### src/fhcb_pkg.sv
// Shared constants, types and helpers for the frame header checksum builder.
`default_nettype none
package fhcb_pkg;

	// Field widths of one request on each side.
	localparam int unsigned BYTE_W  = 8;
	localparam int unsigned WORD_W  = 16;
	localparam int unsigned DSUM_W  = 24;
	localparam int unsigned FSUM_W  = 25;

	// Descriptor bus: seq, len, header sum, frame sum, padded to whole bytes.
	localparam int unsigned DESC_BITS = 3 * WORD_W + FSUM_W;
	localparam int unsigned TDATA_W   = ((DESC_BITS + 7) / 8) * 8;

	// Bit positions of the descriptor fields inside the output tdata.
	localparam int unsigned SEQ_LSB  = 0;
	localparam int unsigned LEN_LSB  = SEQ_LSB + WORD_W;
	localparam int unsigned HDR_LSB  = LEN_LSB + WORD_W;
	localparam int unsigned FSUM_LSB = HDR_LSB + WORD_W;

	// Framing sync and trailer words and the reset value of the length limit.
	localparam logic [WORD_W-1:0] SYNC_WORD     = 16'hAA55;
	localparam logic [WORD_W-1:0] TRAILER_WORD  = 16'h55AA;
	localparam logic [WORD_W-1:0] MAX_LEN_RESET = 16'd1000;
	localparam logic [WORD_W-1:0] LEN_SAT       = 16'hFFFF;

	// Input stage register contents.
	typedef struct packed {
		logic              last;
		logic [BYTE_W-1:0] data;
	} in_stage_t;

	// Sum of the two bytes of a 16-bit word.
	function automatic logic [BYTE_W:0] byte_pair_sum(input logic [WORD_W-1:0] w);
		byte_pair_sum = {1'b0, w[7:0]} + {1'b0, w[15:8]};
	endfunction

endpackage
`default_nettype wire

### src/frame_header_checksum_builder.sv
// Top level: payload byte accumulator and frame descriptor builder.
// A byte request is first registered in the input stage and processed from there; a
// descriptor caused by a last byte is then registered in the output register.
// Throughput: one byte per cycle; a last byte waits in the input stage only while the
// output register still holds an untaken descriptor.
// Reset (arst_n low, asynchronous) clears the sequence, count, sum and valid flags,
// and sets the length limit to 1000.
`default_nettype none
module frame_header_checksum_builder (
	input  wire logic                        clk,
	input  wire logic                        arst_n,
	// Length limit register.
	input  wire logic                        cfg_we,
	input  wire logic [15:0]                 cfg_wdata,
	// Byte stream in.
	input  wire logic                        s_axis_tvalid,
	output logic                             s_axis_tready,
	input  wire logic [7:0]                  s_axis_tdata,  // payload_byte[7:0]
	input  wire logic                        s_axis_tlast,  // last_byte
	// Descriptor stream out.
	output logic                             m_axis_tvalid,
	input  wire logic                        m_axis_tready,
	output logic [fhcb_pkg::TDATA_W-1:0]     m_axis_tdata,  // seq_number[15:0],
	                                                        // payload_len[31:16],
	                                                        // header_sum[47:32],
	                                                        // frame_sum[72:48], zeros
	output logic                             m_axis_tuser   // too_long
);

	localparam int unsigned WW = fhcb_pkg::WORD_W;
	localparam int unsigned DW = fhcb_pkg::DSUM_W;
	localparam int unsigned FW = fhcb_pkg::FSUM_W;
	localparam int unsigned PW = fhcb_pkg::BYTE_W + 1;

	// Framing byte contribution: sync word plus trailer word.
	localparam logic [FW-1:0] MAGIC_BYTES =
		FW'(fhcb_pkg::byte_pair_sum(fhcb_pkg::SYNC_WORD)) +
		FW'(fhcb_pkg::byte_pair_sum(fhcb_pkg::TRAILER_WORD));

	logic                    v_s1;
	fhcb_pkg::in_stage_t     in_s1;
	logic [WW-1:0]           max_len_q;
	logic [WW-1:0]           next_seq_q;
	logic [WW-1:0]           count_q;
	logic [DW-1:0]           data_sum_q;
	logic                    out_valid_q;
	logic [fhcb_pkg::TDATA_W-1:0] out_data_q;
	logic                    out_user_q;

	logic                    in_accept;
	logic                    out_free;
	logic                    advance;
	logic [WW-1:0]           len_inc;
	logic [DW-1:0]           sum_nxt;
	logic                    too_long;
	logic [WW-1:0]           hdr_sum;
	logic [FW-1:0]           frame_sum;
	logic [PW-1:0]           seq_bytes;
	logic [PW-1:0]           len_bytes;
	logic [PW-1:0]           hdr_bytes;

	// Handshake: the input stage moves on unless a last byte meets a full output.
	assign out_free      = !out_valid_q || m_axis_tready;
	assign advance       = v_s1 && (!in_s1.last || out_free);
	assign s_axis_tready = !v_s1 || advance;
	assign in_accept     = s_axis_tvalid && s_axis_tready;

	// Length limit register.
	always_ff @(posedge clk or negedge arst_n) begin
		if (!arst_n) begin
			max_len_q <= fhcb_pkg::MAX_LEN_RESET;
		end else if (cfg_we) begin
			max_len_q <= cfg_wdata;
		end
	end

	// Input stage valid flag.
	always_ff @(posedge clk or negedge arst_n) begin
		if (!arst_n) begin
			v_s1 <= 1'b0;
		end else if (in_accept) begin
			v_s1 <= 1'b1;
		end else if (advance) begin
			v_s1 <= 1'b0;
		end
	end

	// Input stage payload.
	always_ff @(posedge clk) begin
		if (in_accept) begin
			in_s1.data <= s_axis_tdata;
			in_s1.last <= s_axis_tlast;
		end
	end

	// Running count and sum including the staged byte, and the header checksum.
	always_comb begin
		len_inc   = (count_q == fhcb_pkg::LEN_SAT) ? count_q : count_q + WW'(1);
		sum_nxt   = data_sum_q + DW'(in_s1.data);
		too_long  = len_inc > max_len_q;
		hdr_sum   = ~(fhcb_pkg::SYNC_WORD + next_seq_q + len_inc);
		seq_bytes = fhcb_pkg::byte_pair_sum(next_seq_q);
		len_bytes = fhcb_pkg::byte_pair_sum(len_inc);
		hdr_bytes = fhcb_pkg::byte_pair_sum(hdr_sum);
		frame_sum = FW'(sum_nxt) + FW'(seq_bytes) + FW'(len_bytes) + FW'(hdr_bytes)
			+ MAGIC_BYTES;
	end

	// Frame state: accumulate on plain bytes; on a last byte, clear and advance the sequence unless too long.
	always_ff @(posedge clk or negedge arst_n) begin
		if (!arst_n) begin
			next_seq_q <= '0;
			count_q    <= '0;
			data_sum_q <= '0;
		end else if (advance) begin
			if (in_s1.last) begin
				count_q    <= '0;
				data_sum_q <= '0;
				if (!too_long) begin
					next_seq_q <= next_seq_q + WW'(1);
				end
			end else begin
				count_q    <= len_inc;
				data_sum_q <= sum_nxt;
			end
		end
	end

	// Output valid flag.
	always_ff @(posedge clk or negedge arst_n) begin
		if (!arst_n) begin
			out_valid_q <= 1'b0;
		end else if (advance && in_s1.last) begin
			out_valid_q <= 1'b1;
		end else if (m_axis_tready) begin
			out_valid_q <= 1'b0;
		end
	end

	// Output descriptor; a rejected frame carries all-zero fields.
	always_ff @(posedge clk) begin
		if (advance && in_s1.last) begin
			out_user_q <= too_long;
			if (too_long) begin
				out_data_q <= '0;
			end else begin
				out_data_q <= fhcb_pkg::TDATA_W'({frame_sum, hdr_sum, len_inc, next_seq_q});
			end
		end
	end

	assign m_axis_tvalid = out_valid_q;
	assign m_axis_tdata  = out_data_q;
	assign m_axis_tuser  = out_user_q;

endmodule
`default_nettype wire

### config.mk
export PLATFORM = sky130hd
export DESIGN_NAME = frame_header_checksum_builder
export DESIGN_NICKNAME = d
export VERILOG_FILES = /design/src/fhcb_pkg.sv /design/src/frame_header_checksum_builder.sv
export SDC_FILE = /design/constraint.sdc
export NUM_CORES = 1
export LEC_CHECK = 0
export BUFFER_PORTS_ARGS = -buffer_cell sky130_fd_sc_hd__clkbuf_2
export CORE_ASPECT_RATIO = 2
export CORE_MARGIN = 3
export CORE_UTILIZATION = 40
export CTS_CLUSTER_DIAMETER = 150
export DETAILED_ROUTE_END_ITERATION = 8
export SLEW_MARGIN = 0
export SYNTH_ARGS = -nofsm -noshare
export SYNTH_HDL_FRONTEND = slang
export SYNTH_SLANG_ARGS = --single-unit
### constraint.sdc
create_clock -name clk -period 20.2 [get_ports clk]
set_input_delay 2.02 -clock clk [delete_from_list [all_inputs] [get_ports clk]]
set_output_delay 2.02 -clock clk [all_outputs]
set_load 0.01 [all_outputs]
==> results by group, run 1 <==
Die
  • Die height: 234.3 um
  • Core outline area: 25650 sq um
  • Initial core utilization: 40.63%
  • Ports: 113
  • Row cnt: 83
  • Die Area: 28150 sq um
  • Die width: 120.1 um

Logic synthesis
  • Post-synth EDFFs: 83
  • Ys flop type: edfxtp_1
  • Post-synthesis instance total: 1022
  • Syn avg cell area: 10.20 sq um
  • Synth cell types: 76
  • Area of the mapped netlist: 10420 sq um
  • Sequential fraction of the synthesis area: 41.75%
  • Seq cells post-synth: 157
  • Fraction of registers with async set/reset: 47.13%
  • Yosys Warn Count: 0

STA
  • Final Hold Viols: 0
  • Slew HR: 34.61%
  • Slew Limit Fails: 0
  • Tcrit/Tclk final: 42.10%
  • Tightest Pin Transition: 0.9772 ns
  • Minimum clock period: 8.505 ns
  • Max Fclk: 0.1176 GHz
  • Post-Route Skew: 0.01339 ns
  • Setup TNS: 0 ns
  • RSZ-0062 raised after global routing: no
  • Setup Viol. Count Final: 0

Worst setup path
  • Top cell family by delay on the critical path: adder cells
  • R2R depth: 29
  • Cell mode on critical path: fa_1
  • Req. time, crit path: 20.49 ns
  • Crit-path max FO: 8
  • Worst Path Buf+Inv: 2
  • Reg2reg start: count_q[4]
  • Crit path DAT: 8.79 ns
  • CP max stage cell: fa_1
  • Worst setup path startpoint: count_q[4]
  • Crit end category: flop
  • Max incr delay on CP: 0.55 ns
  • Worst Setup Start Kind: flop
  • Critical Path Stages: 29
  • Crit path kind: flop to flop

CTS
  • Hold buffer count at CTS: 0
  • CTS tree: built
  • Clk sinks: 157
  • CTS root buffer: clkbuf_16
  • Clock slew at reported path FFs: 0.06 ns
  • Clock latency on the worst-skew pair: 0.45 ns
  • H-Tree Depth: 4
  • # resized after CTS: 0
  • Post-CTS setup buffers: 0
  • CTS Buf Count: 17
  • CTS max path bufs: 2

Finish
  • Commonest cells after routing, fill and taps aside: 104 x inv_1, 104 x clkbuf_2, 89 x nor2_1
  • Layout cells sized above 1: 16.06%
  • Fill cell count: 2446
  • N_diodes: 0
  • Multi-input logic area: 5487 sq um
  • Final #Nets: 1271
  • Area delta synth->final: 13.35%
  • FF+latch area: 4352 sq um

Place
  • Final RePlAce weighted congestion: 1.012
  • IO Port Bufs: 105
  • DPL Wire Length: 22.29 mm

Detailed routing
  • WL/cell: 18.98 um
  • Vias per cell: 5.304
  • First DRT Iteration DRCs: 477
  • Routed wire length: 27.95 mm
  • Total number of vias: 7813
  • Post-route ant nets: 0
  • TritonRoute pass-1 iters: 5
  • Post-route DRC: 0

Job
  • Max-cap viol count: 0

Global routing
  • Vias in the first global route: 8083
  • First-pass GRT wire length: 43.53 mm
  • GRT Util Overall: 20.61%
  • Largest net degree at the start of global routing: 62
  • M3 GR Usage: 3.186%
  • GR Layer Usage met1: 20.06%
  • Global route overflow: 0
  • Met2 Use GR: 39.50%
  • GR peak layer: met2
  • Initial antenna violation count: 0

Hold path
  • Hold path start: data_sum_q[2]
  • Min-Delay Path Class: flop to flop
  • Hold depth: 2

Status
  • Outcome: finished clean
## through the flow
step                hold WS, ns  util, %  cells  setup slack [ns]  instance area, sq um
finish                   0.4786    46.06   1473             11.70                 11810
global route             0.5106    46.06   1473             11.12                 11810
CTS                      0.4808    46.06   1473             11.78                 11810
detailed placement       0.4670    43.86   1441             11.80                 11250
global placement         0.4539    43.86   1441             11.96                 11250
floorplan                0.4428        -   1028             12.52                 10450
## worst register-to-register path: cells and delay by family, from the launching register on
kind            cells  cell delay [ns]
fa+ha+maj           7             2.92
compound gates      9             2.23
simple gates        9             2.03
flops               1             0.46
mux                 1             0.31
buf+inv             2             0.21
xor+xnor            1             0.20
## cell families (layout without fill, tap and decap cells)
group / after synthesis / in the layout / share of synthesized area (%)
XOR/XNOR: 71 / 71 / 5.966
other: 1 / 7 / 0.03598
buffers and inverters: 146 / 251 / 5.822
multiplexers: 7 / 7 / 0.7083
AO/OA/AOI/OAI: 209 / 209 / 13.17
adder cells (fa/ha/maj): 121 / 121 / 17.26
flip-flops: 157 / 157 / 41.75
AND/OR/NAND/NOR: 310 / 310 / 15.28
## layout make-up
type	instances	share of cell area, %
Multi-Input combinational cell	725	46.44
Sequential cell	157	36.84
Timing Repair Buffer	113	4.978
Clock buffer	23	4.321
Tap cell	340	3.601
Inverter	106	3.368
Clock inverter	9	0.4554
## final timing paths
path	slack, ns	end
worst max-delay path	11.70	m_axis_tdata[70]
worst min-delay path	0.48	data_sum_q[2]
worst max register to register	11.70	m_axis_tdata[70]
worst min register to register	0.48	data_sum_q[2]
max in group asynchronous	17.66	max_len_q[13]
min in group asynchronous	1.42	next_seq_q[4]
## cell usage after synthesis, types with 7 or more instances
| cell | number | area, sq um |
|---|---|---|
| and2_1 | 15 | 93.84 |
| nor2_1 | 89 | 334.1 |
| o31ai_1 | 14 | 105.1 |
| buf_4 | 9 | 67.56 |
| xor2_1 | 16 | 140.1 |
| a31oi_1 | 11 | 68.82 |
| buf_2 | 8 | 40.04 |
| a21o_1 | 15 | 112.6 |
| edfxtp_1 | 83 | 2492 |
| nor3_1 | 16 | 80.08 |
| clkbuf_1 | 20 | 75.07 |
| fa_1 | 38 | 760.7 |
| a22o_1 | 8 | 70.07 |
| o211ai_1 | 7 | 52.55 |
| nand2_1 | 78 | 292.8 |
| xnor2_1 | 55 | 481.7 |
| nand3_1 | 29 | 145.1 |
| a21oi_1 | 38 | 190.2 |
| nand4_1 | 13 | 81.33 |
| ha_1 | 83 | 1039 |
| nor4_1 | 10 | 62.56 |
| and3_1 | 10 | 62.56 |
| nand3b_1 | 7 | 52.55 |
| o21ai_0 | 65 | 325.3 |
| inv_1 | 105 | 394.1 |
| dfrtp_1 | 68 | 1702 |
## flip-flops by register name, summed over array words and instances (netlist names)
name	flops
in_s1	9
max_len_q	16
m_axis_tvalid	1
m_axis_tuser	1
m_axis_tdata	73
data_sum_q	24
next_seq_q	16
count_q	16
v_s1	1
## routing by layer
metal  part of all wire [%]  vias to the layer above
li1                       -                     3796
met1                     35                     3750
met2                     56                      201
met3                    3.1                       66
met4                    6.1                        0
met5                      0                        -
Power of run 1 is left out: the tool's default activity adds up to more than one toggle a clock period on the data nets, which glitch-free logic cannot reach.
==> run 2: changes to the inputs <==
==> constraint.sdc (replaced) <==
create_clock -name clk -period 7 [get_ports clk]
set_input_delay 0.7 -clock clk [delete_from_list [all_inputs] [get_ports clk]]
set_output_delay 0.7 -clock clk [all_outputs]
set_load 0.01 [all_outputs]
==> run 2 against run 1 <==
Sequential share of layout area shrank 4.0 points. Register-to-register slack lost 12 ns. The run now ends with negative setup slack left. Clock skew shrank 0.0021 ns. Cell count grew 8.4%. Core utilization grew 5.5 points. Critical path type unchanged. Global-route usage grew 1.4 points. Worst setup slack lost 12 ns. Wire length grew 7.1%.
==> results by group, run 2 (synthesis results as in run 1) <==
Status
  • Outcome: finished, violations left (was finished clean)
  • Failing checks: negative setup slack

STA
  • RSZ-0062 raised after global routing: yes (was no)
  • Tightest Pin Transition: 1.150 ns (was 0.9772 ns)
  • Slew Limit Fails: 0 (unchanged)
  • Minimum clock period: 7.017 ns (was 8.505 ns)
  • Setup Viol. Count Final: 1 (was 0)
  • Max Fclk: 0.1425 GHz (was 0.1176 GHz)
  • Tcrit/Tclk final: 100.2% (was 42.10%)
  • Final Hold Viols: 0 (unchanged)
  • Worst hold margin: 0.05264 ns (was 0.4786 ns)
  • PnR worst setup slack: -0.01690 ns (was 11.70 ns)
  • Post-Route Skew: 0.01132 ns (was 0.01339 ns)
  • Slew HR: 23.30% (was 34.61%)

Worst setup path
  • Crit end category: flop (unchanged)
  • Crit path kind: flop to flop (unchanged)
  • Reg2reg start: count_q[4] (unchanged)
  • Crit path DAT: 7.29 ns (was 8.79 ns)
  • Req. time, crit path: 7.27 ns (was 20.49 ns)
  • CP max stage cell: fa_1 (unchanged)
  • Crit-path max FO: 6 (was 8)
  • R2R Path End: m_axis_tdata[70] (unchanged)
  • Worst Setup Start Kind: flop (unchanged)
  • R2R depth: 30 (was 29)
  • Setup slack, reg-to-reg: -0.02 ns (was 11.70 ns)
  • Max incr delay on CP: 0.51 ns (was 0.55 ns)

Finish
  • Largest register FFs: 73 (unchanged)
  • FF+latch area: 4352 sq um (unchanged)
  • Final core utilization: 51.60% (was 46.06%)
  • Commonest cells after routing, fill and taps aside: 132 x buf_4, 104 x clkbuf_2, 97 x inv_1 (was 104 x inv_1, 104 x clkbuf_2, 89 x nor2_1)
  • Fill cell count: 2366 (was 2446)
  • N_diodes: 0 (unchanged)
  • Final #Nets: 1395 (was 1271)
  • Multi-input logic area: 5973 sq um (was 5487 sq um)
  • Layout cells sized above 1: 30.39% (was 16.06%)
  • Area delta synth->final: 26.99% (was 13.35%)
  • Most common cell after layout, fill and taps aside: buf_4
  • Non-Filler Instances: 1597 (was 1473)
  • Final Cell Area: 13240 sq um (was 11810 sq um)

Die
  • Die height: 234.3 um (unchanged)
  • Initial core utilization: 40.63% (unchanged)
  • Row cnt: 83 (unchanged)
  • Core outline area: 25650 sq um (unchanged)
  • Ports: 113 (unchanged)
  • Die Area: 28150 sq um (unchanged)
  • Die width: 120.1 um (unchanged)

CTS
  • CTS tree: built (unchanged)
  • Clock latency on the worst-skew pair: 0.45 ns (about the same)
  • Clock slew at reported path FFs: 0.07 ns (was 0.06 ns)
  • CTS max path bufs: 2 (unchanged)
  • Clk sinks: 157 (unchanged)
  • CTS Buf Count: 17 (unchanged)
  • CTS root buffer: clkbuf_16 (unchanged)
  • H-Tree Depth: 4 (unchanged)

Global routing
  • Initial antenna violation count: 0 (unchanged)
  • Global route overflow: 0 (unchanged)
  • GRT Util Overall: 21.97% (was 20.61%)
  • Largest net degree at the start of global routing: 68 (was 62)
  • Vias in the first global route: 8603 (was 8083)
  • First-pass GRT wire length: 46.55 mm (was 43.53 mm)

Detailed routing
  • Total number of vias: 8344 (was 7813)
  • Routed wire length: 29.94 mm (was 27.95 mm)
  • First DRT Iteration DRCs: 345 (was 477)
  • Vias per cell: 5.225 (was 5.304)
  • TritonRoute pass-1 iters: 4 (was 5)
  • Post-route ant nets: 0 (unchanged)
  • WL/cell: 18.75 um (was 18.98 um)
  • Post-route DRC: 0 (unchanged)

Job
  • Max-cap viol count: 0 (unchanged)

Place
  • IO Port Bufs: 105 (unchanged)
  • Placed insts: 1547 (was 1441)
  • Final RePlAce weighted congestion: 0.9947 (was 1.012)
  • DPL Wire Length: 23.92 mm (was 22.29 mm)
  • Placed Area: 12110 sq um (was 11250 sq um)

Hold path
  • Min-Delay Path Class: primary input to asynchronous set/reset pin (was flop to flop)
run 2: cell type report:
cell class / count / area share [%]
clock buffers: 22 / 3.583
flip-flops and latches: 157 / 32.88
inverters: 106 / 3.006
clock inverters: 10 / 0.6807
multi-input cells: 725 / 45.13
repair buffers: 237 / 11.51
well taps: 340 / 3.214
run 2: how the worst max path moves through the flow:
stage / start / to / cells after the start
detailed placement: count_q[9] / m_axis_tdata[70] / 30
floorplan: count_q[4] / m_axis_tdata[70] / 30
finish: count_q[4] / m_axis_tdata[70] / 30
global placement: count_q[7] / m_axis_tdata[70] / 29
CTS: count_q[7] / m_axis_tdata[64] / 29
global route: count_q[6] / m_axis_tdata[70] / 31
run 2: worst max-delay path: cells and delay by family, from the launching register on:
family,cells,cell delay (ns)
AOI/OAI and AO/OA,8,1.73
muxes,1,0.20
adders and majority gates,8,2.66
xor gates and xnor gates,1,0.16
buffers and inverters,2,0.13
DFF,1,0.41
and+or+nand+nor,10,1.55
run 2: per-layer routing:
metal  routed length, um  GRT usage, %
met5                   0             0
met4                1872         14.13
met3                 722         2.969
met2               17120         42.67
met1               10220         21.24
run 2: stage by stage:
stage | setup TNS, ns | setup WS (ns)
5_1_grt | -1.602 | -0.2701
2_1_floorplan | 0 | 0.03323
4_1_cts | 0 | 0.0008802
6_report | -0.01690 | -0.01690
3_3_place_gp | -0.2846 | -0.09058
3_5_place_dp | -1.232 | -0.1878
run 2: timing repair:
action | CTS | global route
setup endpoints to repair | 13 | 15
gates cloned | 0 | 0
gates resized for setup | 22 | 60
buffers inserted | 12 | 7
pin swaps | 20 | 49
hold buffers | 0 | 0
Power of run 2 is left out for the same reason.
